**config.mk**
```make
export PLATFORM = sky130hd
export DESIGN_NAME = wheel_encoder_balance_correction
export DESIGN_NICKNAME = d
export VERILOG_FILES = /design/src/sv/wbc_pkg.sv /design/src/sv/wbc_agree.sv /design/src/sv/wbc_mul.sv /design/src/sv/wheel_encoder_balance_correction.sv
export SDC_FILE = /design/constraint.sdc
export NUM_CORES = 2
export LEC_CHECK = 0
export ABC_AREA = 1
export ABC_CLOCK_PERIOD_IN_PS = 8500
export BUFFER_PORTS_ARGS = -buffer_cell sky130_fd_sc_hd__buf_4
export CELL_PAD_IN_SITES_DETAIL_PLACEMENT = 1
export CELL_PAD_IN_SITES_GLOBAL_PLACEMENT = 2
export CORE_MARGIN = 3
export CORE_UTILIZATION = 35
export DETAILED_ROUTE_END_ITERATION = 8
export PLACE_DENSITY = 0.88
export SLEW_MARGIN = 20
export SYNTH_ARGS = -nofsm -noshare
export SYNTH_HDL_FRONTEND = slang
export SYNTH_SLANG_ARGS = --single-unit
export TNS_END_PERCENT = 10
```
**constraint.sdc**
```tcl
create_clock -name clock -period 8.5 [get_ports clock]
set_input_delay 1.275 -clock clock [delete_from_list [all_inputs] [get_ports clock]]
set_output_delay 1.275 -clock clock [all_outputs]
set_load 0.02 [all_outputs]
```
**src/sv/wbc_pkg.sv**
```systemverilog
// wbc_pkg: shared types, constants and fixed-point helpers for the wheel balance block
`timescale 1ns / 1ps
package wbc_pkg;

   // wheel and pair geometry
   localparam int WHEEL_COUNT = 4;
   localparam int WHEEL_W     = $clog2(WHEEL_COUNT);
   localparam int PAIR_COUNT  = WHEEL_COUNT * (WHEEL_COUNT - 1) / 2;
   localparam int PAIR_W      = $clog2(PAIR_COUNT);

   // field widths
   localparam int DIR_W    = 3;
   localparam int CNT_W    = 16;
   localparam int REG_W    = 16;
   localparam int FACTOR_W = 15;
   localparam int SUM_W    = CNT_W + 3;
   localparam int MUL_B_W  = REG_W + 1;
   localparam int PROD_W   = SUM_W + MUL_B_W;
   localparam int ACC_W    = PROD_W + 1;
   localparam int FRAC_SH  = 6;
   localparam int PWM_SH   = 14;

   // factor limits in unsigned Q1.14
   localparam logic [FACTOR_W-1:0] FACTOR_ONE = FACTOR_W'(16384);
   localparam logic [FACTOR_W-1:0] FACTOR_LO  = FACTOR_W'(4915);
   localparam logic [FACTOR_W-1:0] FACTOR_HI  = FACTOR_W'(29491);

   // configuration registers
   localparam int CSR_INDEX_W = 4;
   localparam logic [CSR_INDEX_W-1:0] CSR_TOLERANCE = CSR_INDEX_W'(0);
   localparam logic [CSR_INDEX_W-1:0] CSR_GAIN      = CSR_INDEX_W'(1);
   localparam logic [REG_W-1:0] TOLERANCE_RESET = REG_W'(15);
   localparam logic [REG_W-1:0] GAIN_RESET      = REG_W'(1049);

   typedef logic [WHEEL_W-1:0] wheel_idx_type;
   typedef wheel_idx_type [PAIR_COUNT-1:0] pair_tab_type;

   typedef struct packed {
      logic [DIR_W-1:0]        drive_direction;
      logic signed [CNT_W-1:0] count_a;
      logic signed [CNT_W-1:0] count_b;
      logic signed [CNT_W-1:0] count_c;
      logic signed [CNT_W-1:0] count_d;
      logic signed [CNT_W-1:0] drive_a;
      logic signed [CNT_W-1:0] drive_b;
      logic signed [CNT_W-1:0] drive_c;
      logic signed [CNT_W-1:0] drive_d;
   } req_type;

   typedef struct packed {
      logic signed [CNT_W-1:0] out_a;
      logic signed [CNT_W-1:0] out_b;
      logic signed [CNT_W-1:0] out_c;
      logic signed [CNT_W-1:0] out_d;
      logic [WHEEL_COUNT-1:0]  normal_mask;
   } rsp_type;

   // operands of the shared multiplier
   typedef struct packed {
      logic                      en;
      logic signed [SUM_W-1:0]   op_a;
      logic signed [MUL_B_W-1:0] op_b;
   } mul_req_type;

   // pair table: first or second wheel of each unordered pair
   function automatic pair_tab_type pair_tab(input logic second);
      pair_tab_type tab;
      int           p;
      tab = '0;
      p   = 0;
      for (int i = 0; i < WHEEL_COUNT; i++) begin
         for (int j = i + 1; j < WHEEL_COUNT; j++) begin
            tab[p] = second ? WHEEL_W'(j) : WHEEL_W'(i);
            p      = p + 1;
         end
      end
      return tab;
   endfunction

   localparam pair_tab_type PAIR_FIRST  = pair_tab(1'b0);
   localparam pair_tab_type PAIR_SECOND = pair_tab(1'b1);

   // 2^20 + gain*s, floored to unsigned Q1.14 and clamped
   function automatic logic [FACTOR_W-1:0] to_factor(input logic signed [PROD_W-1:0] prod);
      logic signed [ACC_W-1:0]        acc;
      logic        [ACC_W-FRAC_SH-1:0] q;
      acc = ACC_W'(prod) + ACC_W'(1 << 20);
      q   = acc[ACC_W-1:FRAC_SH];
      if (acc[ACC_W-1]) begin
         return FACTOR_LO;
      end else if (q < (ACC_W-FRAC_SH)'(FACTOR_LO)) begin
         return FACTOR_LO;
      end else if (q > (ACC_W-FRAC_SH)'(FACTOR_HI)) begin
         return FACTOR_HI;
      end
      return q[FACTOR_W-1:0];
   endfunction

   // drive*factor / 2^14 toward zero, saturated to int16
   function automatic logic signed [CNT_W-1:0] scale_pwm(
      input logic signed [PROD_W-1:0] prod
   );
      logic signed [PROD_W-1:0] biased;
      logic signed [PROD_W-1:0] q;
      biased = prod;
      if (prod[PROD_W-1]) begin
         biased = prod + PROD_W'((1 << PWM_SH) - 1);
      end
      q = biased >>> PWM_SH;
      if (q > $signed(PROD_W'(32767))) begin
         return CNT_W'(32767);
      end else if (q < -$signed(PROD_W'(32768))) begin
         return CNT_W'(32768);
      end
      return q[CNT_W-1:0];
   endfunction

endpackage

```
**src/sv/wbc_agree.sv**
```systemverilog
// wbc_agree: shared count comparator, checks one wheel pair against the tolerance
`timescale 1ns / 1ps
module wbc_agree (
   input  logic signed [wbc_pkg::CNT_W-1:0] cnt_x,
   input  logic signed [wbc_pkg::CNT_W-1:0] cnt_y,
   input  logic        [wbc_pkg::REG_W-1:0] tolerance,
   output logic                             agree
);
   import wbc_pkg::*;

   logic signed [CNT_W:0] diff;
   logic        [CNT_W:0] mag;

   // absolute difference against tolerance
   always_comb begin
      diff  = (CNT_W+1)'(cnt_x) - (CNT_W+1)'(cnt_y);
      mag   = diff[CNT_W] ? (CNT_W+1)'(-diff) : diff;
      agree = mag <= {1'b0, tolerance};
   end

endmodule

```
**src/sv/wbc_mul.sv**
```systemverilog
// wbc_mul: shared signed multiplier with registered product
`timescale 1ns / 1ps
module wbc_mul (
   input  logic                              clock,
   input  wbc_pkg::mul_req_type              mul_req,
   output logic signed [wbc_pkg::PROD_W-1:0] prod_ff
);
   import wbc_pkg::*;

   logic signed [PROD_W-1:0] prod_in;

   // one product per enabled cycle
   assign prod_in = PROD_W'(mul_req.op_a) * PROD_W'(mul_req.op_b);

   always_ff @(posedge clock) begin
      if (mul_req.en) begin
         prod_ff <= prod_in;
      end
   end

endmodule

```
**src/sv/wheel_encoder_balance_correction.sv**
```systemverilog
// wheel_encoder_balance_correction: sequencer around one comparator and one multiplier
// sequence from request accept to rsp_valid: one compare per wheel pair, then per wheel a sum,
//   a gain multiply and factor update only if the wheel is not normal, the drive multiply and a store,
//   then the output register load, which waits while the previous result has not been taken
// a finished result waits in the output register while the next request is taken
// synchronous reset: factors to 1.0, previous direction to none, tolerance 15, gain 1049
`timescale 1ns / 1ps
module wheel_encoder_balance_correction (
   input  logic                                  clock,
   input  logic                                  reset,
   input  logic                                  req_valid,
   output logic                                  req_ready,
   input  wbc_pkg::req_type                      req_data,
   output logic                                  rsp_valid,
   input  logic                                  rsp_ready,
   output wbc_pkg::rsp_type                      rsp_data,
   input  logic                                  csr_valid,
   output logic                                  csr_ready,
   input  logic [wbc_pkg::CSR_INDEX_W-1:0]       csr_index,
   input  logic [wbc_pkg::REG_W-1:0]             csr_data
);
   import wbc_pkg::*;

   localparam logic [2:0] ST_IDLE   = 3'd0;
   localparam logic [2:0] ST_PAIR   = 3'd1;
   localparam logic [2:0] ST_SUM    = 3'd2;
   localparam logic [2:0] ST_MULG   = 3'd3;
   localparam logic [2:0] ST_FACT   = 3'd4;
   localparam logic [2:0] ST_MULS   = 3'd5;
   localparam logic [2:0] ST_STORE  = 3'd6;
   localparam logic [2:0] ST_FINISH = 3'd7;

   logic [2:0]               state_ff, state_in;
   logic [REG_W-1:0]         tolerance_ff;
   logic [REG_W-1:0]         gain_ff;
   logic [DIR_W-1:0]         dir_prev_ff;
   logic signed [CNT_W-1:0]  cnt_ff    [WHEEL_COUNT];
   logic signed [CNT_W-1:0]  drv_ff    [WHEEL_COUNT];
   logic signed [CNT_W-1:0]  out_ff    [WHEEL_COUNT];
   logic [FACTOR_W-1:0]      factor_ff [WHEEL_COUNT];
   logic [WHEEL_COUNT-1:0]   normal_ff;
   logic [PAIR_W-1:0]        pair_ff;
   logic [WHEEL_W-1:0]       wheel_ff;
   logic signed [SUM_W-1:0]  s_ff, s_in;
   logic                     rsp_valid_ff;
   rsp_type                  rsp_ff;

   logic                     req_fire;
   logic                     dir_change;
   logic                     agree;
   logic                     last_pair;
   logic                     last_wheel;
   logic                     out_free;
   mul_req_type              mul_req;
   logic signed [PROD_W-1:0] prod_ff;
   logic signed [CNT_W-1:0]  req_cnt [WHEEL_COUNT];
   logic signed [CNT_W-1:0]  req_drv [WHEEL_COUNT];

   assign req_ready  = (state_ff == ST_IDLE);
   assign req_fire   = req_valid && req_ready;
   assign csr_ready  = 1'b1;
   assign rsp_valid  = rsp_valid_ff;
   assign rsp_data   = rsp_ff;
   assign dir_change = req_data.drive_direction != dir_prev_ff;
   assign last_pair  = pair_ff == PAIR_W'(PAIR_COUNT - 1);
   assign last_wheel = wheel_ff == WHEEL_W'(WHEEL_COUNT - 1);
   assign out_free   = !rsp_valid_ff || rsp_ready;

   assign req_cnt[0] = req_data.count_a;
   assign req_cnt[1] = req_data.count_b;
   assign req_cnt[2] = req_data.count_c;
   assign req_cnt[3] = req_data.count_d;
   assign req_drv[0] = req_data.drive_a;
   assign req_drv[1] = req_data.drive_b;
   assign req_drv[2] = req_data.drive_c;
   assign req_drv[3] = req_data.drive_d;

   // shared pair comparator
   wbc_agree u_agree (
      .cnt_x     (cnt_ff[PAIR_FIRST[pair_ff]]),
      .cnt_y     (cnt_ff[PAIR_SECOND[pair_ff]]),
      .tolerance (tolerance_ff),
      .agree     (agree)
   );

   // sum over normal wheels of their count minus this wheel's count
   always_comb begin
      s_in = '0;
      for (int j = 0; j < WHEEL_COUNT; j++) begin
         if (normal_ff[j]) begin
            s_in = s_in + SUM_W'(cnt_ff[j]) - SUM_W'(cnt_ff[wheel_ff]);
         end
      end
   end

   // multiplier operands: gain times sum, then drive times factor
   always_comb begin
      mul_req.en   = (state_ff == ST_MULG) || (state_ff == ST_MULS);
      mul_req.op_a = s_ff;
      mul_req.op_b = $signed({1'b0, gain_ff});
      if (state_ff == ST_MULS) begin
         mul_req.op_a = SUM_W'(drv_ff[wheel_ff]);
         mul_req.op_b = $signed({{(MUL_B_W-FACTOR_W){1'b0}}, factor_ff[wheel_ff]});
      end
   end

   wbc_mul u_mul (
      .clock   (clock),
      .mul_req (mul_req),
      .prod_ff (prod_ff)
   );

   // sequencer
   always_comb begin
      state_in = state_ff;
      case (state_ff)
         ST_IDLE:   if (req_fire) state_in = ST_PAIR;
         ST_PAIR:   if (last_pair) state_in = ST_SUM;
         ST_SUM:    state_in = normal_ff[wheel_ff] ? ST_MULS : ST_MULG;
         ST_MULG:   state_in = ST_FACT;
         ST_FACT:   state_in = ST_MULS;
         ST_MULS:   state_in = ST_STORE;
         ST_STORE:  state_in = last_wheel ? ST_FINISH : ST_SUM;
         ST_FINISH: if (out_free) state_in = ST_IDLE;
         default:   state_in = ST_IDLE;
      endcase
   end

   // control state and configuration
   always_ff @(posedge clock) begin
      if (reset) begin
         state_ff     <= ST_IDLE;
         tolerance_ff <= TOLERANCE_RESET;
         gain_ff      <= GAIN_RESET;
         dir_prev_ff  <= '0;
         rsp_valid_ff <= 1'b0;
         pair_ff      <= '0;
         wheel_ff     <= '0;
         normal_ff    <= '0;
         for (int i = 0; i < WHEEL_COUNT; i++) begin
            factor_ff[i] <= FACTOR_ONE;
         end
      end else begin
         state_ff <= state_in;
         if (csr_valid && csr_ready) begin
            if (csr_index == CSR_TOLERANCE) tolerance_ff <= csr_data;
            if (csr_index == CSR_GAIN)      gain_ff      <= csr_data;
         end
         // result taken, unless a new one replaces it this cycle
         if (rsp_valid_ff && rsp_ready && (state_ff != ST_FINISH)) begin
            rsp_valid_ff <= 1'b0;
         end
         case (state_ff)
            ST_IDLE: begin
               if (req_fire) begin
                  dir_prev_ff <= req_data.drive_direction;
                  pair_ff     <= '0;
                  wheel_ff    <= '0;
                  normal_ff   <= '0;
                  if (dir_change) begin
                     for (int i = 0; i < WHEEL_COUNT; i++) begin
                        factor_ff[i] <= FACTOR_ONE;
                     end
                  end
               end
            end
            ST_PAIR: begin
               if (agree) begin
                  normal_ff[PAIR_FIRST[pair_ff]]  <= 1'b1;
                  normal_ff[PAIR_SECOND[pair_ff]] <= 1'b1;
               end
               pair_ff <= pair_ff + 1'b1;
            end
            ST_FACT: begin
               factor_ff[wheel_ff] <= to_factor(prod_ff);
            end
            ST_STORE: begin
               wheel_ff <= wheel_ff + 1'b1;
            end
            ST_FINISH: begin
               if (out_free) rsp_valid_ff <= 1'b1;
            end
            default: begin
            end
         endcase
      end
   end

   // payload registers
   always_ff @(posedge clock) begin
      if (req_fire) begin
         for (int i = 0; i < WHEEL_COUNT; i++) begin
            cnt_ff[i] <= dir_change ? '0 : req_cnt[i];
            drv_ff[i] <= req_drv[i];
         end
      end
      if (state_ff == ST_SUM) begin
         s_ff <= s_in;
      end
      if (state_ff == ST_STORE) begin
         out_ff[wheel_ff] <= scale_pwm(prod_ff);
      end
      if ((state_ff == ST_FINISH) && out_free) begin
         rsp_ff.out_a       <= out_ff[0];
         rsp_ff.out_b       <= out_ff[1];
         rsp_ff.out_c       <= out_ff[2];
         rsp_ff.out_d       <= out_ff[3];
         rsp_ff.normal_mask <= normal_ff;
      end
   end

endmodule

```
Word-level counts from Yosys, hierarchy flattened. Memories as Yosys holds them, arrays and structs flattened. A register that Yosys moved wholly into a read port is not among the register bits. Cells that the tools add are included. W data, S select, Z words.

$add $sub $neg: 13. Multiply operators: 1. Div/mod/pow operators: 0. Magnitude comparators: 11. Equal/unequal tests: 16. Shift operators: 0. Muxes and demuxes: 85. Bitwise logic cells: 6. Reduce and logical (&&, ||, !) cells: 21.

Operator list (count): $mux W15 (11); $mux W16 (8); $mux W36 (3); $mux W19 (4); $add A19 B16 Y19 (3); $sub A19 B16 Y19 (3); $add A36 B22 Y37 const B (1); $add A36 B15 Y36 const B (1); $mul A19 B17 Y36 (1); $sub A16 B16 Y17 (2); $gt A31 B15 Y1 const B (1); $lt A31 B13 Y1 const B (1); $mux W3 (10); $mux W1 (29); $pmux W3 S8 (1); $gt A22 B16 Y1 const B (1); $lt A22 B16 Y1 const B (1); $mux W2 (10); $le A17 B16 Y1 (1); $mux W17 (1); $neg A17 Y17 (1); $eq A3 B3 Y1 const B (5); $reduce_or A15 Y1 (1); $reduce_and A2 Y1 (5); other kinds (28) (48).

Register bits after elaboration: 107. Latch bits: 0. RAM bits: 252. Memory bits (read-only): 32. Input bits: 156. Output and inout bits: 71. Word-level logic and storage cells: 170. Memories: 6.

Memories: cnt_ff (depth 4, bits a word 16, rd ports 7, clocked after memory_dff 1, wr ports 4, line wheel_encoder_balance_correction.sv:37) `logic signed [CNT_W-1:0] cnt_ff [WHEEL_COUNT];`; drv_ff (depth 4, bits a word 16, rd ports 1, clocked after memory_dff 1, wr ports 4, line wheel_encoder_balance_correction.sv:38) `logic signed [CNT_W-1:0] drv_ff [WHEEL_COUNT];`; out_ff (depth 4, bits a word 16, rd ports 4, clocked after memory_dff 4, wr ports 1, line wheel_encoder_balance_correction.sv:39) `logic signed [CNT_W-1:0] out_ff [WHEEL_COUNT];`; factor_ff (depth 4, bits a word 15, rd ports 1, clocked after memory_dff 1, wr ports 4, line wheel_encoder_balance_correction.sv:40) `logic [FACTOR_W-1:0] factor_ff [WHEEL_COUNT];`; (name not given) (depth 8, bits a word 2, rd ports 1, clocked after memory_dff 1, wr ports 0, line wheel_encoder_balance_correction.sv:170) `normal_ff[PAIR_SECOND[pair_ff]] <= 1'b1;`; (name not given) (depth 8, bits a word 2, rd ports 1, clocked after memory_dff 1, wr ports 0, line wheel_encoder_balance_correction.sv:169) `normal_ff[PAIR_FIRST[pair_ff]] <= 1'b1;`.

Depth between registers and ports, before layout. An unclocked memory read counts as a cell.

Depth after elaboration: 12. Gate-level depth with buffers: 54. Gate-level depth less buffers: 50.

Cells and area by module. From an unflattened synthesis, not the netlist that was laid out.

Cell total of the unflattened synthesis: 4896. Area, all modules: 39450.3 µm².

By module, submodules not included: wheel_encoder_balance_correction (times used 1, cells each 2643, area an instance 23048.4 µm², sequential area each 11260.8 µm²); wbc_mul (times used 1, cells each 1843, area an instance 14268.7 µm², sequential area each 1081.0 µm²); wbc_agree (times used 1, cells each 410, area an instance 2133.3 µm², sequential area each 0.0 µm²).

Worst setup path after synthesis. Ideal clock, no wire load.

Path type: register -> register. From: register (tool-made name). To: register s_ff[18], data pin. Setup time: 252 ps. Data arrival time: 8672 ps. Data required time: 8248 ps. Path slack: -424 ps. Cell stages (with the launch flop): 53. Buffers on the path: 5. Period minus slack after synthesis: 8924 ps. Cell sequence: dfxtp_1 > buf_2 > clkinv_1 > buf_2 > clkbuf_1 > buf_1 > clkbuf_1 > nand2_1 > a32oi_1 > inv_1 > ha_1 > a21oi_1 > nand2_1 > nand2_1 > nand2_1 > a21oi_1 > xor2_1 > or2_2 > (+17 left out) > nor3_1 > and2_1 > nand4_1 > nand3_1 > nand2_1 > a21oi_1 > a31oi_1 > fa_1 > inv_1 > ha_1 > inv_1 > nor3_1 > nor3b_1 > nand3_1 > a31o_2 > nand3_1 > nand3b_1 > nand2_1.

RTL lines: end signal, assigned (line wheel_encoder_balance_correction.sv:198) `s_ff <= s_in;`; end, declared (line wheel_encoder_balance_correction.sv:44) `logic signed [SUM_W-1:0] s_ff, s_in;`.

==> reports/results.ini <==
[cts]
cts_sinks=429
max-clock-path-buffers=3
cts_hold_buf=0
cts_buffers=48
cts_max_level=2
insertion_delay_ps=610
cts_root_buf=clkbuf_16
clk_pin_slew_ps=60
cts_tree=done

[grt]
grt_overflow=0
grt_pass1_vias=32900
grt_antenna_before_repair=1
grt_pass1_wl_um=191000
grt_max_degree=75
grt_util_met2=0.412
grt-busiest-layer=met2
met1_usage=0.279
grtUsageMet3=0.0255
grt_use_total=0.230

[setup_path]
path_common_cell=nand2_1
cpMaxStageDelayCell=fa_1
endpoint_kind=flip-flop
critPathMaxFanout=10
max_stage_delay_ps=490
r2r_slack_ps=380
crit_type=reg2reg
r2r_cells=47
reg2reg_to=s_ff[18]$_DFFE_PP_
arrival_ps=8470
required_ps=8860
cp-start-kind=flip-flop

[synth]
async_flop_share=0
synth-seq-cells=429
yosys_warnings=0
synthesis.nets=4886
yosysSeqAreaShare=0.339
yosysUniqueCellTypes=56
syn_inst=4163
ys.flop_type=edfxtp_1
avgSynthCellArea_um2=8.73
synth_area_um2=36400
synth_edf_count=375

[layout]
fillers=12100
drive_above_1_share=0.167
multi_input_area_um2=20900
area_growth_pct=21.8
stdcell_area_um2=44300
layout_common_cells=inv_1, nand2_1, buf_4, nor2_1, edfxtp_1
finalNetCount=5407
seq_area_um2=12300
final_common_cell=inv_1

[floorplan]
io-pin-count=227
die_width_um=328
die-area_um2=108000
initial_core_util=0.355
core_um2=102000
rows=117
dieHeight_um=328

[timing]
max_freq_mhz=123
finalCritPeriodShare=0.955
tns_ps=0
min_period_ps=8120
slew_violations=0
finalHoldWorstSlack_ps=418
slew_headroom=0.247
rsz0062_at_grt=true
worst_slew_pin_slew_ps=1130
finClkSkew_ps=27.6
setup_viol=0
fin_ws_ps=384
hold_viol_final=0

[detailed_routing]
via_per_inst=5.01
routed_wl_um=125000
drt-initial-drc-count=1820
wl_per_cell_um=20.5
first_pass_iters=5
drc=0
detail-route-antenna-nets=0
via_count=30500

[placed_design]
dp_slack_ps=-233
io_buffers=225
hpwlAfterDp_um=103000
post_dp_cell_area_um2=41900
routabilityCongestion=0.962

[min_path]
hold_class=reg2reg
min_delay_worst_endpoint=rsp_data[54]$_DFFE_PP_
holdPathStages=0
worstHoldStart=out_ff[0][2]$_DFFE_PP_

[status]
status=finished, final reports clean

[flow_run]
drv_cap=0

## sequential cells by signal, summed over array words and instances, names as in the netlist, 16 cells and up, named ones only
register and flops:
cnt_ff 64, drv_ff 64, factor_ff 60, gain_ff 16, out_ff 64, rsp_data 68, s_ff 19, tolerance_ff 16
u_mul.prod_ff 36
## critical path, delay by kind of cell, from the launching register on
kind	cells	cell delay, ps
xor+xnor	2	240
flops	1	390
buf+inv	9	980
simple gates	16	1680
compound gates	13	2000
fa+ha+maj	7	2590
## stage by stage
step           utilization  std cells
6_report             0.432       6092
5_1_grt              0.432       6092
4_1_cts              0.426       6077
3_5_place_dp         0.409       5986
3_3_place_gp         0.409       5986
2_1_floorplan            -       4163
## how the worst max path moves through the flow
stage                          from            endpoint  slack [ps]  depth (start not counted)
after floorplan           flip-flop  s_ff[18]$_DFFE_PP_         -90                         49
after global placement    flip-flop  s_ff[18]$_DFFE_PP_         110                         44
after detailed placement  flip-flop  s_ff[18]$_DFFE_PP_        -230                         51
after CTS                 flip-flop  s_ff[18]$_DFFE_PP_           5                         45
after global routing      flip-flop  s_ff[18]$_DFFE_PP_        -230                         48
final                     flip-flop  s_ff[18]$_DFFE_PP_         380                         47
## timing repair
action / 4_1_cts / 5_1_grt
pin swaps: 1 / 29
gates cloned: 0 / 2
gates resized for setup: 9 / 139
setup buffers: 2 / 12
setup endpoints to repair: 3 / 15
## cell usage after synthesis (all sizes together) (2+ instances only)
cell	n	area share
clkinv	7	0.00072
o21a	5	0.0010
clkbuf	94	0.0097
o21bai	11	0.0024
a31oi	9	0.0015
nor3	48	0.0067
a21o	12	0.0025
nor4	5	0.00086
o21ai	235	0.032
nand2	777	0.081
a221oi	17	0.0041
a22oi	16	0.0033
nor3b	4	0.00083
buf	16	0.0026
o22ai	47	0.0081
xnor2	42	0.010
a21oi	197	0.027
a32oi	12	0.0029
mux2	2	0.00062
nand3	133	0.018
dfxtp	54	0.030
inv	862	0.089
xor2	76	0.018
edfxtp	375	0.31
fa	362	0.20
o211ai	12	0.0025
nand3b	9	0.0020
nand4	37	0.0064
nor2	427	0.044
o221ai	13	0.0031
o31ai	8	0.0017
and2	5	0.00086
a211o	2	0.00048
or2	9	0.0015
a211oi	3	0.00062
a31o	2	0.00048
ha	205	0.071
a21boi	8	0.0017
## layout make-up
cell class              instances  share of cell area
well taps                    1368              0.0387
repair buffers                581               0.100
diodes                          1           0.0000565
multi-input cells            2755               0.471
clock buffers                  59              0.0290
inverters                     869              0.0738
flip-flops and latches        429               0.279
clock inverters                30             0.00834
## layer usage
| metal | part of all wire | routed length (um) | vias to the layer above |
|---|---|---|---|
| li1 | - | - | 14300 |
| met2 | 0.50 | 62200 | 736 |
| met4 | 0.048 | 6000 | 0 |
| met5 | 0 | 0 | - |
| met3 | 0.040 | 5030 | 238 |
| met1 | 0.41 | 51500 | 15200 |
## cell families (layout without fill, tap and decap cells)
kind of cell,count (synthesis),in the layout,synth area share
AO/OA/AOI/OAI,611,611,0.0963
AND/OR/NAND/NOR,1456,1456,0.163
buffers and inverters,979,1539,0.102
adder cells (fa/ha/maj),567,567,0.270
flip-flops,429,429,0.339
other,1,2,0.000103
XOR/XNOR,118,118,0.0284
multiplexers,2,2,0.000619
Power is not shown: default switching activity piles up to over one toggle a cycle in this logic, so the estimate is an artifact.
